$ cat config.mk
export PLATFORM = sky130hd
export DESIGN_NAME = pdar_stack
export DESIGN_NICKNAME = d
export VERILOG_FILES = /design/src/hw/rtl/pdar_pkg.sv /design/src/hw/rtl/pdar_cell.sv /design/src/hw/rtl/pdar_stack.sv
export SDC_FILE = /design/constraint.sdc
export NUM_CORES = 1
export LEC_CHECK = 0
export BUFFER_PORTS_ARGS = -buffer_cell sky130_fd_sc_hd__buf_2
export CAP_MARGIN = 20
export CORE_MARGIN = 2
export CORE_UTILIZATION = 38
export DETAILED_ROUTE_END_ITERATION = 16
export SLEW_MARGIN = 20
export SYNTH_ARGS = -nofsm -noshare
export SYNTH_HDL_FRONTEND = slang
export SYNTH_SLANG_ARGS = --single-unit
$ cat constraint.sdc
create_clock -name clk -period 2.4 [get_ports clk]
set_input_delay 0.24 -clock clk [delete_from_list [all_inputs] [get_ports clk]]
set_output_delay 0.24 -clock clk [all_outputs]
set_load 0.01 [all_outputs]
$ cat src/hw/rtl/pdar_pkg.sv
`timescale 1ns / 1ps

package pdar_pkg;

	localparam int NUM_STATES  = 16;
	localparam int NUM_LETTERS = 26;
	localparam int STACK_DEPTH = 64;
	localparam int MAX_POP     = 2;
	localparam int MAX_PUSH    = 2;

	localparam int TABLE_SIZE = NUM_STATES * NUM_LETTERS;
	localparam int ADDR_W     = $clog2(TABLE_SIZE);
	localparam int CNT_W      = $clog2(STACK_DEPTH + 1);
	localparam int POP_LIM    = (MAX_POP > 2) ? 2 : MAX_POP;
	localparam int PUSH_LIM   = (MAX_PUSH > 2) ? 2 : MAX_PUSH;

	localparam int SYM_W = 8;
	localparam int ST_W  = 4;
	localparam int LTR_W = 5;
	localparam int LVL_W = 7;

	typedef logic [SYM_W-1:0] sym_t;
	typedef logic [ST_W-1:0]  st_t;

	localparam sym_t SYM_MARKER  = 8'h24;
	localparam sym_t SYM_EPSILON = 8'h23;

	typedef enum logic [1:0] {
		CMD_START  = 2'd0,
		CMD_RULE   = 2'd1,
		CMD_LETTER = 2'd2,
		CMD_END    = 2'd3
	} cmd_e;

	typedef enum logic [1:0] {
		REJ_NONE     = 2'd0,
		REJ_NO_RULE  = 2'd1,
		REJ_POP      = 2'd2,
		REJ_OVERFLOW = 2'd3
	} cause_e;

	// Net movement of the stack contents: DN moves symbols towards the top.
	typedef enum logic [2:0] {
		SH_DN2  = 3'd0,
		SH_DN1  = 3'd1,
		SH_HOLD = 3'd2,
		SH_UP1  = 3'd3,
		SH_UP2  = 3'd4
	} shift_e;

	typedef struct packed {
		logic [1:0]       command;
		st_t              from_state;
		logic [LTR_W-1:0] letter;
		logic [1:0]       pop_len;
		sym_t             pop_sym0;
		sym_t             pop_sym1;
		logic [1:0]       push_len;
		sym_t             push_sym0;
		sym_t             push_sym1;
		st_t              to_state;
	} item_t;

	typedef struct packed {
		logic             word_done;
		logic             accepted;
		logic [1:0]       reject_cause;
		st_t              current_state;
		logic [LVL_W-1:0] stack_level;
	} result_t;

	typedef struct packed {
		logic       valid;
		logic [1:0] pop_n;
		sym_t       pop_s0;
		sym_t       pop_s1;
		logic [1:0] push_n;
		sym_t       push_s0;
		sym_t       push_s1;
		st_t        next;
	} rule_t;

	typedef struct packed {
		logic   en;
		shift_e sh;
	} cell_ctrl_t;

	typedef struct packed {
		cell_ctrl_t cc;
		logic       ld0;
		logic       ld1;
		sym_t       sym0;
		sym_t       sym1;
	} stk_ctrl_t;

	function automatic logic [1:0] clamp_len(logic [1:0] v, int lim);
		logic [1:0] r;
		r = (int'(v) > lim) ? 2'(lim) : v;
		return r;
	endfunction

endpackage

$ cat src/hw/rtl/pdar_cell.sv
`timescale 1ns / 1ps

module pdar_cell import pdar_pkg::*; (
	input  logic       clk,
	input  logic       arst_n,
	input  cell_ctrl_t ctrl,
	input  logic       ld,
	input  sym_t       ld_sym,
	input  sym_t       up2,
	input  sym_t       up1,
	input  sym_t       dn1,
	input  sym_t       dn2,
	output sym_t       sym
);

	sym_t sym_q;

	// Take a pushed symbol, or the neighbour's symbol that the move brings here.
	always_ff @(posedge clk or negedge arst_n) begin
		if (!arst_n) begin
			sym_q <= SYM_MARKER;
		end else if (ctrl.en) begin
			if (ld) begin
				sym_q <= ld_sym;
			end else begin
				unique case (ctrl.sh)
					SH_DN2:  sym_q <= dn2;
					SH_DN1:  sym_q <= dn1;
					SH_HOLD: sym_q <= sym_q;
					SH_UP1:  sym_q <= up1;
					SH_UP2:  sym_q <= up2;
					default: sym_q <= sym_q;
				endcase
			end
		end
	end

	assign sym = sym_q;

endmodule

$ cat src/hw/rtl/pdar_stack.sv
`timescale 1ns / 1ps

module pdar_stack import pdar_pkg::*; (
	input  logic      clk,
	input  logic      arst_n,
	input  stk_ctrl_t ctrl,
	output sym_t      top0,
	output sym_t      top1
);

	// Chain with two blank slots at each end; cell j sits at slot j+2.
	sym_t ext [STACK_DEPTH + 4];

	assign ext[0]               = '0;
	assign ext[1]               = '0;
	assign ext[STACK_DEPTH + 2] = '0;
	assign ext[STACK_DEPTH + 3] = '0;

	for (genvar j = 0; j < STACK_DEPTH; j++) begin : g_cell
		logic ld;
		sym_t ld_sym;

		if (j == 0) begin : g_top
			assign ld     = ctrl.ld0;
			assign ld_sym = ctrl.sym0;
		end else if (j == 1) begin : g_next
			assign ld     = ctrl.ld1;
			assign ld_sym = ctrl.sym1;
		end else begin : g_deep
			assign ld     = 1'b0;
			assign ld_sym = '0;
		end

		pdar_cell u_cell (
			.clk    (clk),
			.arst_n (arst_n),
			.ctrl   (ctrl.cc),
			.ld     (ld),
			.ld_sym (ld_sym),
			.up2    (ext[j]),
			.up1    (ext[j + 1]),
			.dn1    (ext[j + 3]),
			.dn2    (ext[j + 4]),
			.sym    (ext[j + 2])
		);
	end

	assign top0 = ext[2];
	assign top1 = ext[3];

endmodule

==> qor.yml <==
period_minus_slack_ns: 1.630
port_buffers: 39
required_ns: 2.16
grt_busiest_layer: "met2"
syn_area_sq_mm: 0.03491
clk_pin_slew_ns: 0.06
layout-drive-gt1-share: 0.08331
synth_nets: 4564
worstMarginPinSlew_ns: 0.9821
path_buf_inv: 1
hold_viol: 0
reg2reg_slack_ns: 1.19
syn_inst: 4540
grt_usage: 0.1867
status: "finished, final reports clean"
diodes: 0
grt_pass1_wl_um: 155400
path_class: "flip-flop to primary output"
critPathCapture: "top1[5]"
synth_top_area_frac: 0.2753
crit_arrival_ns: 1.39
routedWlPerCell_um: 16.64
cts_resized: 0
fillers: 9308
reg2reg_to: "g_cell[0].u_cell.sym[3]"
dp_slack_ns: 0.3824
cp.depth: 1
crit_path_start: "g_cell[1].u_cell.sym[5]"
vias_per_cell: 5.835
slew_headroom: 0.3453
cts.path.max_buffers: 3
io_pins: 40
gr-usage-met3: 0.02481
synth-seq-cells: 512
tns_ns: 0
synthArstFlopShare: 1.000
die_h_um: 307.1
holdBufCountCts: 20
final_common_cell: "nor2_1"
rows: 111
grt_pass1_vias: 29890
post-route-period-util: 0.6793
cp_top_family: "flip-flops"
vdd_drop_max_v: 0.0006716
cap_viol_max_count: 0
yosys_warnings: 0
yosysSeqAreaShare: 0.3716
maxClockFrequency_ghz: 0.6134
cpPeakStageDelay_ns: 0.60
drc: 0
powerDensity_mw_per_mm2: 812.3
synth_cell_types: 31
largest_reg_flops: 512
slew_viol_final: 0
synth_area_leaders: "dfrtp_1 28%, a32o_1 14%, nor2_1 10%"
clock_sinks: 512
use_met1: 0.2660
post_cts_buffers: 0
rsz0062_at_grt: "false"
grt_max_degree: 196
antenna_found_initial: 0
vias: 31920
cts_max_level: 2
seq_area_sq_mm: 0.01297
p_leak_nw: 14.76
numCtsBuffers: 60
coreArea_sq_mm: 0.09139
fin_ws_ns: 0.7697
wirelength_um: 91050
avgSynthCellArea_sq_um: 7.689
synthToLayoutAreaGrowth_pct: 8.391
floorplan.initialDensity: 0.3820
yosysTopAreaCell: "dfrtp_1"
die_area_sq_mm: 0.09430
startpoint_type: "flip-flop"
reg2reg_from: "g_cell[2].u_cell.sym[3]"
cts_tree: "yes"
ant_nets: 0
dr.pass1.iters: 5
rr_worst_depth: 3
grt-ovfl-total: 0
first_iter_violations: 3030
cts_root_buffer: "clkbuf_16"
multiInputGateArea_sq_mm: 0.01962
cp_slowest_cell: "dfstp_2"
dp_hpwl_um: 48380
use_met2: 0.3027
die_w_um: 307.1
setup-violations-final: 0
ys.flop_type: "dfrtp_1"
clkLatencyLatePin_ns: 0.63
fin_worst_skew_ns: 0.01605
gp_congestion: 0.7528
path_cells: "buf_2"
endpoint_kind: "primary output"
hold_path_class: "input pin to flip-flop"
layout_common_cells: "969 x nor2_1, 506 x nand2_1, 494 x a21oi_1, 490 x nor2b_1"
nets: 4258
synth_edf_count: 0
cp_max_fo: 5
Yosys cell counts, types with 10 or more instances:
cell type,number
clkbuf_1,262
nand2_1,506
nor2_1,969
a22oi_1,16
buf_1,21
buf_2,188
o21ai_1,10
o22ai_1,480
a32o_1,480
nor2b_1,490
a21oi_1,494
o21ai_0,14
dfrtp_1,384
buf_4,36
a22o_1,16
dfstp_2,128
worst min-delay path by stage:
stage             start                       end  slack (ns)  cells after the start
2_1_floorplan    arst_n   g_cell[0].u_cell.sym[0]       -0.06                      0
3_3_place_gp     arst_n  g_cell[47].u_cell.sym[4]        0.22                      1
3_5_place_dp     arst_n  g_cell[47].u_cell.sym[4]        0.22                      1
4_1_cts        ctrl[16]   g_cell[1].u_cell.sym[1]       0.002                      3
5_1_grt        ctrl[16]   g_cell[1].u_cell.sym[1]        0.06                      3
6_report       ctrl[16]   g_cell[1].u_cell.sym[3]        0.04                      3
per-stage QoR:
stage	util	hold slack [ns]	std cells	power, mW	area (sq um)
2_1_floorplan	-	-0.05559	4540	19.23	34910
3_3_place_gp	0.3895	0.2159	5338	21.27	35590
3_5_place_dp	0.3895	0.2183	5338	21.37	35590
4_1_cts	0.4140	0.002270	5471	31.07	37840
5_1_grt	0.4140	0.05521	5471	32.76	37840
6_report	0.4140	0.04422	5471	30.74	37840
power breakdown:
group	internal [mW]	switching, mW	total (mW)
combinational	3.71	3.62	7.34
clock	5.66	3.83	9.49
sequential	11.0	2.91	13.9
kinds of logic after synthesis:
family                 Yosys count  synth area share
AOI/OAI and AO/OA             1534            0.3111
buffers and inverters          514           0.06696
muxes                            9          0.002796
and+or+nand+nor               1971            0.2475
DFF                            512            0.3716
layout make-up:
cell class,count,share of cell area
sequential,512,0.3429
tap,1186,0.03922
inverter,2,0.0001984
timing repair buffer,144,0.04517
clock inverter,12,0.003869
clock buffer,101,0.05017
multi-input combinational,3514,0.5185
layer usage:
layer / up-vias / part of all wire
met5: - / 0
met4: 0 / 0.015
met2: 506 / 0.47
li1: 15740 / -
met1: 15590 / 0.48
met3: 83 / 0.037
Power figures use the tool's default switching activity.
