[config.mk]
export PLATFORM = sky130hd
export DESIGN_NAME = pdar_ram
export DESIGN_NICKNAME = d
export VERILOG_FILES = /design/src/hw/rtl/pdar_ram.sv
export SDC_FILE = /design/constraint.sdc
export NUM_CORES = 1
export LEC_CHECK = 0
export BUFFER_PORTS_ARGS = -buffer_cell sky130_fd_sc_hd__buf_2
export CAP_MARGIN = 20
export CORE_MARGIN = 10
export CORE_UTILIZATION = 48
export CTS_BUF_LIST = sky130_fd_sc_hd__clkbuf_8
export CTS_CLUSTER_SIZE = 40
export DETAILED_ROUTE_END_ITERATION = 16
export PLACE_DENSITY = 0.67
export SYNTH_ARGS = -nofsm -noshare
export SYNTH_HDL_FRONTEND = slang
export SYNTH_SLANG_ARGS = --single-unit
export TNS_END_PERCENT = 5
[constraint.sdc]
create_clock -name clk -period 1.48 [get_ports clk]
set_input_delay 0.074 -clock clk [delete_from_list [all_inputs] [get_ports clk]]
set_output_delay 0.074 -clock clk [all_outputs]
set_load 0.005 [all_outputs]
[src/hw/rtl/pdar_ram.sv]
`timescale 1ns / 1ps

module pdar_ram #(
	parameter int WIDTH = 8,
	parameter int DEPTH = 16
) (
	input  logic                     clk,
	input  logic                     we,
	input  logic [$clog2(DEPTH)-1:0] waddr,
	input  logic [WIDTH-1:0]         wdata,
	input  logic                     re,
	input  logic [$clog2(DEPTH)-1:0] raddr,
	output logic [WIDTH-1:0]         rdata
);

	logic [WIDTH-1:0] mem [DEPTH];
	logic [WIDTH-1:0] rdata_q;

	always_ff @(posedge clk) begin
		if (we) begin
			mem[waddr] <= wdata;
		end
		if (re) begin
			rdata_q <= mem[raddr];
		end
	end

	assign rdata = rdata_q;

endmodule

==> reports/results.ini, run 1 <==
[status]
outcome=complete, no violations

[synth]
yosysSeqAreaShare_pct=78.12
netlist_area_um2=5228
synth_compound_area_share_pct=2.298
netlist-cell-type-count=18
yosys_most_used_dff=edfxtp_1
synth_nets=248
synthMuxAreaShare_pct=14.79
yosysWarnings=0
yosys_register_bits=136
synth_fa_ha_area_share_pct=0
synth_cells=229
synth_edf_count=136
synth_top_family_by_area=multiplexers
synthSimpleGateAreaFrac_pct=3.135
syn_avg_cell_area_um2=22.83
yosys.area_share.xor_xnor_pct=0
async_flop_share_pct=0

[timing]
finalSetupViolations=0
hold_viol=0
finalCriticalPeriod_ns=1.459
final.period_utilization_pct=98.56
skew_ns=0.005664
slew_headroom_pct=34.69
finalMaxSlewViolations=0
rsz0062_at_grt=yes
tightest_slew_ns=0.9761
finalSetupTns_ns=0
fmax_mhz=685.5
fin_ws_ns=0.02126

[placement]
place_congestion=0.7588
dp_slack_ns=-0.1514
post-place-cells=412
port_buffers=26
place_hpwl_mm=6.510

[pwr]
combPwrFrac_pct=5.4
power_switching_mw=1.606
ir_drop_mv=0.5779
p_leak_nw=2.054
clkPwrFrac_pct=39.7
p_sw_share_pct=20.24
p_per_area_nw_per_um2=1297
p_int_mw=6.329
seq_power_share_pct=54.9

[setup_path]
rrSetupSlack_ns=0.02
worst-path-stages=3
cp_slowest_stage_delay_ns=0.52
slowest_stage=mux4_1
crit_fanout=1
crit_start=mem[9][5]$_DFFE_PP_
r2r_start=mem[9][5]$_DFFE_PP_
crit_family=multiplexers
worst_r2r_path_depth=3
endpoint=rdata[5]$_DFFE_PP_
crit_chain=mux4_1 -> a22oi_1 -> nand2_2
path_class=flip-flop to flip-flop
cp_data_arrival_time_ns=1.62
regToRegEndpoint=rdata[5]$_DFFE_PP_
crit_path_end_kind=flip-flop
required_ns=1.64
critPathLaunchType=flip-flop
cp.buffers_inverters=0

[floorplanning]
initial_core_util_pct=48.65
die_y_um=124.4
ioPinCount=27
core_region_area_um2=10750
die_w_um=124.4
dieArea_um2=15470
row_count=38

[routing]
drc_errors=0
drt-initial-drc-count=249
dr.pass1.iters=4
wl_per_cell_um=23.13
via_count=2507
viasPerCell=5.646
drt-total-wl_mm=10.27
postRouteAntennaNets=0

[clock_network]
insertion_delay_ns=0.42
numCtsBuffers=17
clock-sinks=136
root_buffer=clkbuf_8
cts_max_level=4
clock_path_buffers=2
cts_tree=built
clkSlewWorstSetupHoldPaths_ns=0.07

[global_routing]
grt_overflow=0
antenna_found_initial=0
globalRouteMet3Util_pct=3.830
grt_pass1_vias=2585
grtUsageMet1_pct=18.03
grt_max_degree=19
globalRouteTotalUtil_pct=13.48
grt.busiest_layer=met2
grt_pass1_wl_mm=15.57
gr-usage-met2_pct=20.16

[finish]
utilization_pct=56.93
fill_cells=790
area_delta_synth_final_pct=17.02
finalNonFillerCells=444
multi_input_area_um2=1074
antennaDiodeCount=0
regArea_um2=4084
fin_nets=311
drive_gt1_share_pct=36.51

[hold_path]
min_path_type=input pin to flip-flop

[job]
cap_violations=0

area by class of cell:
type | instances | share of cell area (%)
tap | 140 | 2.864
clock buffer | 17 | 3.825
timing repair buffer | 54 | 6.013
sequential | 136 | 66.76
clock inverter | 14 | 2.986
multi-input combinational | 83 | 17.55
cell families after synthesis:
family / after synthesis
flops: 136
mux: 32
simple gates: 35
compound gates: 16
buf+inv: 10
metrics by stage:
| stage | total power [mW] | hold slack [ns] | instance area [µm²] |
|---|---|---|---|
| after floorplan | 4.657 | 0.1729 | 5233 |
| after global placement | 4.846 | 0.4447 | 5679 |
| after detailed placement | 4.860 | 0.4445 | 5679 |
| after CTS | 7.989 | 0.005408 | 6111 |
| after global routing | 8.218 | 0.005338 | 6117 |
| final | 7.935 | 0.02580 | 6117 |
routing by layer:
| layer | up-vias | routed length [µm] |
|---|---|---|
| li1 | 1103 | - |
| met1 | 1300 | 4398 |
| met2 | 96 | 5058 |
| met3 | 8 | 685 |
| met4 | 0 | 128 |
| met5 | - | 0 |
timing repair:
action                                  CTS  global route
endpoints found under the setup margin    1             5
gates cloned                              0             0
hold buffers                              1             0
resized for setup                         1             7
hold endpoints to repair                  8             0
pin swaps                                 0             2
buffers inserted                          0             0
power by group through the flow:
stage | registers, mW | clock network, mW | logic [mW]
2_1_floorplan | 4.44 | 0 | 0.219
3_3_place_gp | 4.44 | 0 | 0.406
3_5_place_dp | 4.44 | 0 | 0.416
4_1_cts | 4.36 | 3.21 | 0.421
5_1_grt | 4.36 | 3.39 | 0.463
6_report | 4.36 | 3.15 | 0.425
placed cells by master (no fill, tap or decap):
master / instances
nor2_1: 13
buf_2: 26
nand3b_1: 2
nor3_2: 1
bufinv_16: 4
nand3_1: 1
nand2_2: 1
mux4_2: 21
nor2b_1: 1
a22oi_1: 12
nand2_1: 8
buf_12: 2
nand2b_1: 2
edfxtp_1: 136
clkbuf_8: 17
and2_1: 1
or3b_2: 1
a22oi_2: 4
clkinv_1: 1
mux4_1: 11
nor3_1: 3
dlygate4sd3_1: 1
clkinvlp_4: 4
buf_4: 25
clkinv_4: 1
and2b_1: 1
clkinv_2: 4
Yosys cell counts (all sizes together), types with 2 or more instances:
cell	instances	area, µm²
edfxtp	136	4084
mux4	32	773.2
a22oi	16	120.1
nor2	13	48.80
nand2	9	33.78
buf	7	56.30
nor3	4	20.02
clkdlybuf4s25	3	30.03
nand2b	2	12.51
nand3b	2	15.01
flip-flops by register name, summed over array words and instances, names as in the netlist:
signal	flops
mem	128
rdata	8
worst min-delay path by stage:
stage	slack, ns	startpoint	cells past startpoint	to
5_1_grt	0.005	wdata[0]	1	mem[0][0]$_DFFE_PP_
3_3_place_gp	0.44	re	1	rdata[3]$_DFFE_PP_
6_report	0.03	wdata[0]	1	mem[3][0]$_DFFE_PP_
2_1_floorplan	0.17	wdata[0]	0	mem[0][0]$_DFFE_PP_
3_5_place_dp	0.44	re	1	rdata[3]$_DFFE_PP_
4_1_cts	0.005	wdata[0]	1	mem[3][0]$_DFFE_PP_
(Power assumes the default switching activity.)
==> inputs of run 2 (changes only) <==
- CTS_BUF_LIST: sky130_fd_sc_hd__clkbuf_8 -> unset
==> reports/results.ini, run 2 (synthesized netlist as in run 1, its figures left out) <==
[setup_path]
cp_slowest_stage_delay_ns=0.52
slowest_stage=mux4_1
r2r_start=mem[2][5]$_DFFE_PP_
worst_r2r_path_depth=3
path_class=flip-flop to flip-flop
rrSetupSlack_ns=0.004
regToRegEndpoint=rdata[5]$_DFFE_PP_
crit_path_end_kind=flip-flop
critPathLaunchType=flip-flop
required_ns=1.74
crit_fanout=1
crit_chain=mux4_1 -> a22oi_2 -> nand2_1
crit_start=mem[2][5]$_DFFE_PP_
cp_data_arrival_time_ns=1.73

[timing]
skew_ns=0.003574
tightest_slew_ns=0.8668
fmax_mhz=677.7
hold_viol=0
final.period_utilization_pct=99.71
finalCriticalPeriod_ns=1.476
finalSetupViolations=0
whs_ns=0.09964
finalMaxSlewViolations=0
slew_headroom_pct=42.00
rsz0062_at_grt=yes

[floorplanning]
die_y_um=124.4
die_w_um=124.4
core_region_area_um2=10750
initial_core_util_pct=48.65
row_count=38
ioPinCount=27
dieArea_um2=15470

[clock_network]
clock-sinks=136
insertion_delay_ns=0.52
clock_path_buffers=2
clkSlewWorstSetupHoldPaths_ns=0.06
numCtsBuffers=17
cts_setup_buffers=0
cts_max_level=4
cts_tree=built
root_buffer=clkbuf_8

[finish]
drive_gt1_share_pct=34.94
top_register=mem
largest_reg_flops=128
area_delta_synth_final_pct=21.85
utilization_pct=59.28
final_common_cell=edfxtp_1
fill_cells=759
antennaDiodeCount=0
fin_nets=319
final_cell_mix=edfxtp_1 (136), buf_2 (26), buf_4 (25)

[placement]
port_buffers=26
place_hpwl_mm=6.510
place_congestion=0.7588

[pwr]
p_leak_nw=2.169
p_int_mw=7.244
power_switching_mw=1.743
ir_drop_mv=0.7457
clkPwrFrac_pct=46.6
p_per_area_nw_per_um2=1411
p_sw_share_pct=19.40
seq_power_share_pct=48.6
combPwrFrac_pct=4.8

[global_routing]
grt_overflow=0
antenna_found_initial=0
grt_max_degree=19
grt_pass1_vias=2637
grt_pass1_wl_mm=15.73
globalRouteTotalUtil_pct=13.56

[routing]
via_count=2491
drc_errors=0
postRouteAntennaNets=0
viasPerCell=5.511
wl_per_cell_um=22.76
drt-total-wl_mm=10.29
drt-initial-drc-count=239
dr.pass1.iters=4

[hold_path]
min_path_type=input pin to flip-flop
holdPathStages=4
hold_start=raddr[1]
hold_path_end=rdata[0]$_DFFE_PP_

[status]
outcome=complete, no violations

[job]
cap_violations=0

run 2: layout make-up:
cell class	count	area (µm²)	share of cell area (%)
Clock buffer	17	414.1	6.502
Clock inverter	14	182.7	2.868
Multi-Input combinational cell	83	1066	16.74
Sequential cell	136	4084	64.11
Tap cell	140	175.2	2.750
Timing Repair Buffer	62	447.9	7.032
run 2: layer usage:
metal  up-vias  part of all wire, %  GRT usage [%]
met2        90                   50          20.07
met5         -                    0              0
met1      1268                   41          17.98
met4         0                  1.4          4.729
li1       1120                    -              -
met3        13                  7.7          5.064
run 2: power groups by stage:
stage / logic [mW] / clock network, mW / registers (mW)
finish: 0.435 / 4.19 / 4.36
global route: 0.478 / 4.45 / 4.37
CTS: 0.437 / 4.26 / 4.36
detailed placement: 0.416 / 0 / 4.44
global placement: 0.406 / 0 / 4.44
floorplan: 0.219 / 0 / 4.44
run 2: timing repair:
action                     4_1_cts  5_1_grt
pin swaps                        0        1
hold endpoints to repair       136        0
hold buffers                     9        0
resized for setup                1        5
setup endpoints to repair        1        5
run 2: how the worst max path moves through the flow:
stage	to	slack, ns	depth (start not counted)
after floorplan	rdata[1]$_DFFE_PP_	0.12	5
after global placement	rdata[1]$_DFFE_PP_	-0.13	5
after detailed placement	rdata[2]$_DFFE_PP_	-0.15	5
after CTS	rdata[4]$_DFFE_PP_	0.01	3
after global routing	rdata[5]$_DFFE_PP_	-0.08	3
final	rdata[5]$_DFFE_PP_	0.004	3
run 2: critical path, delay by kind of cell (launching register included):
kind	cells	cell delay, ns
AO/OA/AOI/OAI	1	0.22
flip-flops	1	0.36
multiplexers	1	0.52
AND/OR/NAND/NOR	1	0.12
run 2: through the flow:
step / setup TNS, ns / total power, mW / instances / worst slack [ns] / area, µm²
global route: -0.08291 / 9.295 / 452 / -0.08291 / 6370
finish: 0 / 8.987 / 452 / 0.004352 / 6370
global placement: -0.8121 / 4.846 / 412 / -0.1280 / 5679
CTS: 0 / 9.057 / 452 / 0.009874 / 6371
detailed placement: -0.9914 / 4.860 / 412 / -0.1514 / 5679
floorplan: 0 / 4.657 / 229 / 0.1236 / 5233
